## config.mk

```make
export PLATFORM = sky130hd
export DESIGN_NAME = tccw_div
export DESIGN_NICKNAME = d
export VERILOG_FILES = /design/src/sv/tccw_div.sv
export SDC_FILE = /design/constraint.sdc
export NUM_CORES = 1
export LEC_CHECK = 0
export BUFFER_PORTS_ARGS = -buffer_cell sky130_fd_sc_hd__buf_4
export CAP_MARGIN = 15
export CORE_ASPECT_RATIO = 1.25
export CORE_MARGIN = 3
export CORE_UTILIZATION = 58
export CTS_BUF_LIST = sky130_fd_sc_hd__clkbuf_4 sky130_fd_sc_hd__clkbuf_8 sky130_fd_sc_hd__clkbuf_16
export DETAILED_ROUTE_END_ITERATION = 10
export PLACE_DENSITY_LB_ADDON = 0.3
export SYNTH_ARGS = -nofsm -noshare
export SYNTH_HDL_FRONTEND = slang
export SYNTH_SLANG_ARGS = --single-unit
```

## constraint.sdc

```tcl
create_clock -name clk -period 9.3 [get_ports clk]
set_input_delay 0 -clock clk [delete_from_list [all_inputs] [get_ports clk]]
set_output_delay 0 -clock clk [all_outputs]
set_load 0.01 [all_outputs]
```

## src/sv/tccw_div.sv

```systemverilog
// ----------------------------------------------------------------------------
// tccw_div: serial floor divider
// Signed 18-bit dividend by unsigned 8-bit divisor, one quotient bit a cycle.
// ----------------------------------------------------------------------------
`default_nettype none
module tccw_div (
  input  wire logic               clk,
  input  wire logic               rst,
  input  wire logic               start,
  input  wire logic signed [17:0] dividend,
  input  wire logic        [7:0]  divisor,
  output logic                    done,
  output logic signed [17:0]      quotient
);
  logic [17:0] mag;
  logic [17:0] q;
  logic [8:0]  rem;
  logic [4:0]  cnt;
  logic        neg;
  logic        busy;
  logic [9:0]  trial;
  logic [17:0] qf;

  assign trial = {1'b0, rem[7:0], mag[17]} - {2'b00, divisor};

  always_ff @(posedge clk) begin
    if (rst) begin
      busy <= 1'b0;
      done <= 1'b0;
    end else begin
      done <= 1'b0;
      if (start) begin
        busy <= 1'b1;
        cnt  <= 5'd18;
        neg  <= dividend[17];
        mag  <= dividend[17] ? 18'(-dividend) : 18'(dividend);
        rem  <= '0;
        q    <= '0;
      end else if (busy) begin
        if (!trial[9]) begin
          rem <= trial[8:0];
          q   <= {q[16:0], 1'b1};
        end else begin
          rem <= {rem[7:0], mag[17]};
          q   <= {q[16:0], 1'b0};
        end
        mag <= {mag[16:0], 1'b0};
        cnt <= cnt - 5'd1;
        if (cnt == 5'd1) begin
          busy <= 1'b0;
          done <= 1'b1;
        end
      end
    end
  end

  // q/rem final after last step; floor for negatives
  always_comb begin
    qf = q;
    if (neg) begin
      qf = 18'(-q);
      if (rem != 9'd0) qf = qf - 18'd1;
    end
  end
  assign quotient = qf;
endmodule
`default_nettype wire

```

# After elaboration in Yosys (flattened, before gate mapping)
# Index checks and enable logic that the tools add are counted.
[totals]
reg_bits = 53
latchBits = 0
ramBits = 0
mem_bits_ro = 0
inputBits = 29
out_inout_bits = 19
memories = 0
[op_classes]
add_sub_neg = 5
multipliers = 0
n_div = 0
order_cmp = 0
eq_ne = 1
shifts = 0
n_mux = 14
n_bitwise = 2
n_reduce_logical = 5
[ops]
columns = ["operator", "count"]
rows = [
  ["$mux W18", 6],
  ["$neg A18 Y18", 2],
  ["$mux W9", 2],
  ["$sub A18 B1 Y18 const B", 1],
  ["$sub A9 B8 Y10", 1],
  ["$reduce_bool A9 Y1", 1],
  ["$eq A5 B1 Y1 const B", 1],
  ["$mux W1", 5],
  ["$mux W5", 1],
  ["$sub A5 B1 Y5 const B", 1],
  ["$reduce_and A2 Y1", 2],
  ["$reduce_or A3 Y1", 1],
  ["$not A1 Y1", 2],
  ["$reduce_bool A2 Y1", 1],
]

# Longest topological paths before layout
[depth]
word_depth = 4
depth_mapped = 11
depth_no_buf = 10

# Worst setup path before layout
# OpenSTA, ideal clock, no wires.
[synth_timing]
path_type = "register to register"
from = "reg busy"
to = "reg cnt[0] (enable)"
arrival_time_ns = 2.479
path_slack_ns = 6.361
stages_incl_launch_ff = 3
n_path_buf = 0
period_less_slack_ns = 2.939
path_cell_list = "dfxtp_1 -> nor2_1 -> nor2_1"
[synth_between]
elab_chain_len = 2
[synth_lines]
columns = ["element", "line_no", "rtl"]
rows = [
  ["start, declared", "20", "logic busy;"],
  ["start signal, assigned", "28", "busy <= 1'b0;"],
  ["start signal, assigned", "33", "busy <= 1'b1;"],
  ["start signal, assigned", "50", "busy <= 1'b0;"],
  ["$reduce_bool A2 Y1 (no line)", "n/a", ""],
  ["$reduce_and A2 Y1 (no line)", "n/a", ""],
  ["end signal, assigned", "48", "cnt <= cnt - 5'd1;"],
  ["end, declared", "18", "logic [4:0] cnt;"],
]
# Every way passes these cells.
# A chain may end at the register's enable or synchronous reset.

# Worst setup path after layout
[layout_timing]
from = "reg q[0]"
to = "out quotient[17]"
[layout_between]
elab_chain_len = 4
[layout_lines]
columns = ["element", "line_no", "rtl"]
rows = [
  ["start, declared", "16", "logic [17:0] q;"],
  ["start signal, assigned", "42", "q <= {q[16:0], 1'b1};"],
  ["start signal, assigned", "45", "q <= {q[16:0], 1'b0};"],
  ["$neg A18 Y18 *", "61", "qf = 18'(-q);"],
  ["$sub A18 B1 Y18", "62", "if (rem != 9'd0) qf = qf - 18'd1;"],
  ["$mux W18 *", "62", ""],
  ["$mux W18 *", "60", "if (neg) begin"],
  ["end, declared", "13", "output logic signed [17:0] quotient"],
]
# Mark *: on every way between the ends. The rest lies on a longest branch, timed or not.

==> flow_summary.rst <==
.. list-table::
   :header-rows: 1

   * - Metric
     - Value
   * - Maximum clock path buffer count
     - 2
   * - Dominant register cell in the synthesized netlist
     - sky130_fd_sc_hd__edfxtp_1
   * - Dpl hpwl
     - 5770 um
   * - Synth area leader
     - sky130_fd_sc_hd__edfxtp_1
   * - Clock transition time at the flip-flop clock pins of the worst setup and hold paths
     - 0.10 ns
   * - H-Tree Level Count
     - 2
   * - Mean post-synth cell area
     - 9.26 sq um
   * - Global-route wire length before repair
     - 13600 um
   * - Count of antenna-violating nets left after detailed routing
     - 0
   * - Overall Power
     - 626 uW
   * - Critical Path, Cell by Cell
     - inv_1, ha_1, or4b_2, nor4_2, nor3_4, a211oi_4, and4b_1, mux2i_1, xor2_1, buf_4
   * - Clock root buffer master
     - sky130_fd_sc_hd__clkbuf_8
   * - Full die area
     - 7870 sq um
   * - Post-route setup TNS
     - 0 ns
   * - Maximum number of pins on one net before global-route repair
     - 65
   * - CTS tree
     - yes
   * - Number of nets in the layout
     - 501
   * - Post-route clock skew
     - 0.0129 ns
   * - Kind of end point of the critical path
     - primary output
   * - WL met3
     - 300 um
   * - Core region area
     - 6610 sq um
   * - Transition at the pin with the smallest max-transition slack
     - 0.892 ns
   * - Count of vias placed by the detailed router
     - 3226
   * - Startpoint kind of the worst setup timing path
     - flop
   * - Total clock buffers created by CTS
     - 5
   * - Floorplan die height
     - 98.4 um
   * - Post-cts gate resize count
     - 0
   * - Synthesis-to-finish area growth
     - 12.9%
   * - Antenna violations before repair
     - 0
   * - Max Transition Viols Final
     - 0
   * - DR WL/cell
     - 14.3 um
   * - Share of Yosys cell area claimed by the top area cell type
     - 38.6%
   * - # port buffers
     - 47
   * - Number of I/O pins
     - 48
   * - Highest Signal Layer
     - met4
   * - Worst vdd rail ir drop
     - 0.103 mV
   * - Cell leakage power
     - 0.00168 uW
   * - Status
     - completed
   * - Number of warnings issued by yosys
     - 0
   * - Post-CTS setup buffer count
     - 0
   * - Layout fillers
     - 538
   * - Vias in the first global route
     - 3058
   * - Clock sink count
     - 53
   * - Data arrival, critical path
     - 3.52 ns
   * - Total Wirelength
     - 7830 um
   * - Drt via density
     - 5.90
   * - Detailed-route DRC error count
     - 0
   * - Total of flip-flops plus latches after synthesis
     - 53
   * - Maximum Capacitance Violations
     - 0
   * - Setup violation total in the final timing report
     - 0
   * - Relative slew slack
     - 39.9%
   * - Portion of the clock cycle consumed by the worst path in the final layout
     - 37.9%
   * - Total routing resource utilization after global routing
     - 21.0%
   * - Total congestion overflow after global routing
     - 0
   * - Category of cells accounting for the largest share of critical-path delay
     - simple AND/OR/NAND/NOR gates
   * - Clock latency on the worst-skew pair
     - 0.31 ns
   * - Required arrival time at the worst endpoint
     - 9.30 ns
   * - Synthesized instance count
     - 428
   * - Largest cells by area after synthesis
     - sky130_fd_sc_hd__edfxtp_1 39%, sky130_fd_sc_hd__xor2_1 5.1%, sky130_fd_sc_hd__nor2_1 4.5%, sky130_fd_sc_hd__xnor2_1 4.4%, sky130_fd_sc_hd__a21oi_1 4.2%
   * - Portion of the post-synthesis area used by sequential elements
     - 39.7%
   * - Crit-path slowest cell
     - sky130_fd_sc_hd__or4b_2
   * - Bufs and invs on worst path
     - 2
   * - Number of nets in the synthesized netlist
     - 470
   * - Initial Utilization
     - 60.0%
   * - Kind of critical path
     - flop to primary output
   * - Cell area after synthesis
     - 3960 sq um
   * - Row Count
     - 33
   * - Slowest cell delay on critical path
     - 0.67 ns
   * - Library cells used by synthesis
     - 62
   * - Maximum fanout along the worst path
     - 8
   * - Tmin final
     - 3.52 ns
   * - Fraction of registers with async set or reset after synthesis
     - 0%
   * - Share of post-route cells with drive strength above 1
     - 17.2%
   * - Setup repair after global routing missed its margin
     - no
   * - Horizontal die dimension
     - 79.9 um
   * - Number of inserted diodes
     - 0
   * - Number of hold violations in the final report
     - 0
   * - Met2 routed wirelength
     - 4140 um
   * - Global placement routability congestion
     - 0.861
   * - First-pass DRT Iterations
     - 5
   * - Hold buffer count at CTS
     - 1
   * - Min-Delay Path Class
     - primary input to flop
   * - Drt initial violations
     - 123
   * - Wl on met1
     - 3280 um
   * - EDFF count, synth
     - 51
   * - PwrDens
     - 140 nW/um^2
   * - Top achievable clock speed
     - 284 MHz
==> cells by family after synthesis <==
logic type      Yosys count  synth area share [%]
fa+ha+maj                13                  4.29
xor+xnor                 43                  9.50
compound gates           97                  16.7
buf+inv                  46                  4.80
mux                       5                  1.33
simple gates            171                  23.7
flops                    53                  39.7
==> cell usage in the layout, fill, tap and decap left out, drive strengths merged, types with 9 or more instances in the layout <==
master	instances
edfxtp	51
buf	48
nor2	48
a21oi	34
nand2	24
xor2	23
inv	22
xnor2	20
nor2b	19
nand3	18
o21ai	17
nor3	14
ha	12
nor4	9
==> area by class of cell <==
type                    instances  area [sq um]  area share (%)
clock buffers                   5          68.8            1.54
clock inverters                 3          68.8            1.54
inverters                      21          78.8            1.76
multi-input cells             329          2210            49.3
flip-flops and latches         53          1570            35.1
well taps                      87           109            2.43
repair buffers                 49           370            8.28
==> synth_stat cells (3+ instances only) <==
| library cell | instances |
|---|---|
| sky130_fd_sc_hd__nand2b_1 | 5 |
| sky130_fd_sc_hd__nand3_1 | 18 |
| sky130_fd_sc_hd__nor3_1 | 13 |
| sky130_fd_sc_hd__a21o_1 | 5 |
| sky130_fd_sc_hd__o31ai_1 | 5 |
| sky130_fd_sc_hd__a211oi_1 | 3 |
| sky130_fd_sc_hd__edfxtp_1 | 51 |
| sky130_fd_sc_hd__o41ai_1 | 3 |
| sky130_fd_sc_hd__nor4_2 | 4 |
| sky130_fd_sc_hd__a21oi_1 | 33 |
| sky130_fd_sc_hd__xor2_1 | 23 |
| sky130_fd_sc_hd__nor2b_1 | 19 |
| sky130_fd_sc_hd__or4_1 | 3 |
| sky130_fd_sc_hd__o21ai_0 | 15 |
| sky130_fd_sc_hd__clkbuf_1 | 19 |
| sky130_fd_sc_hd__a31oi_1 | 4 |
| sky130_fd_sc_hd__nor4_1 | 5 |
| sky130_fd_sc_hd__a21boi_0 | 4 |
| sky130_fd_sc_hd__nand2_1 | 24 |
| sky130_fd_sc_hd__nand4_1 | 4 |
| sky130_fd_sc_hd__xnor2_1 | 20 |
| sky130_fd_sc_hd__and3_1 | 6 |
| sky130_fd_sc_hd__o21a_1 | 6 |
| sky130_fd_sc_hd__nor2_1 | 48 |
| sky130_fd_sc_hd__or3_1 | 6 |
| sky130_fd_sc_hd__inv_1 | 21 |
| sky130_fd_sc_hd__mux2i_1 | 3 |
| sky130_fd_sc_hd__ha_1 | 12 |
==> where the power goes <==
part | internal [uW] | leakage (uW) | switching (uW) | total [uW]
clock | 108 | 0.0000687 | 75.2 | 183
combinational | 65.2 | 0.00111 | 76.0 | 141
sequential | 283 | 0.000507 | 17.7 | 301
total | 457 | 0.00168 | 169 | 626
==> path summary, 6_finish.rpt <==
path,start,to,slack (ns),cells past startpoint
worst max-delay path,q[0]$_SDFFCE_PP0P_,quotient[17],5.78,10
worst min-delay path,dividend[17],neg$_DFFE_PP_,0.02,1
worst max register to register,rem[0]$_SDFFCE_PP0P_,rem[0]$_SDFFCE_PP0P_,6.44,8
worst min register to register,busy$_SDFF_PP0_,done$_SDFF_PP0_,0.49,1
==> stage by stage <==
stage / setup slack, ns / cells / instance area [sq um] / hold slack (ns) / utilization (%)
2_1_floorplan: 6.36 / 428 / 3960 / 0.0793 / -
3_3_place_gp: 6.25 / 538 / 4330 / 0.221 / 65.5
3_5_place_dp: 6.12 / 538 / 4330 / 0.226 / 65.5
4_1_cts: 5.77 / 547 / 4480 / 0.00921 / 67.7
5_1_grt: 5.50 / 547 / 4480 / 0.0274 / 67.7
6_report: 5.78 / 547 / 4480 / 0.0230 / 67.7
==> state kept, by name (all words and copies together) (netlist names) <==
signal,count
busy,1
mag,18
rem,9
q,18
done,1
neg,1
cnt,5
==> metal layers <==
layer	GRT usage, %	up-vias
met4	7.54	0
met1	27.4	1520
li1	-	1618
met3	2.74	10
met2	35.5	78
met5	0	-
(Power assumes the default switching activity.)
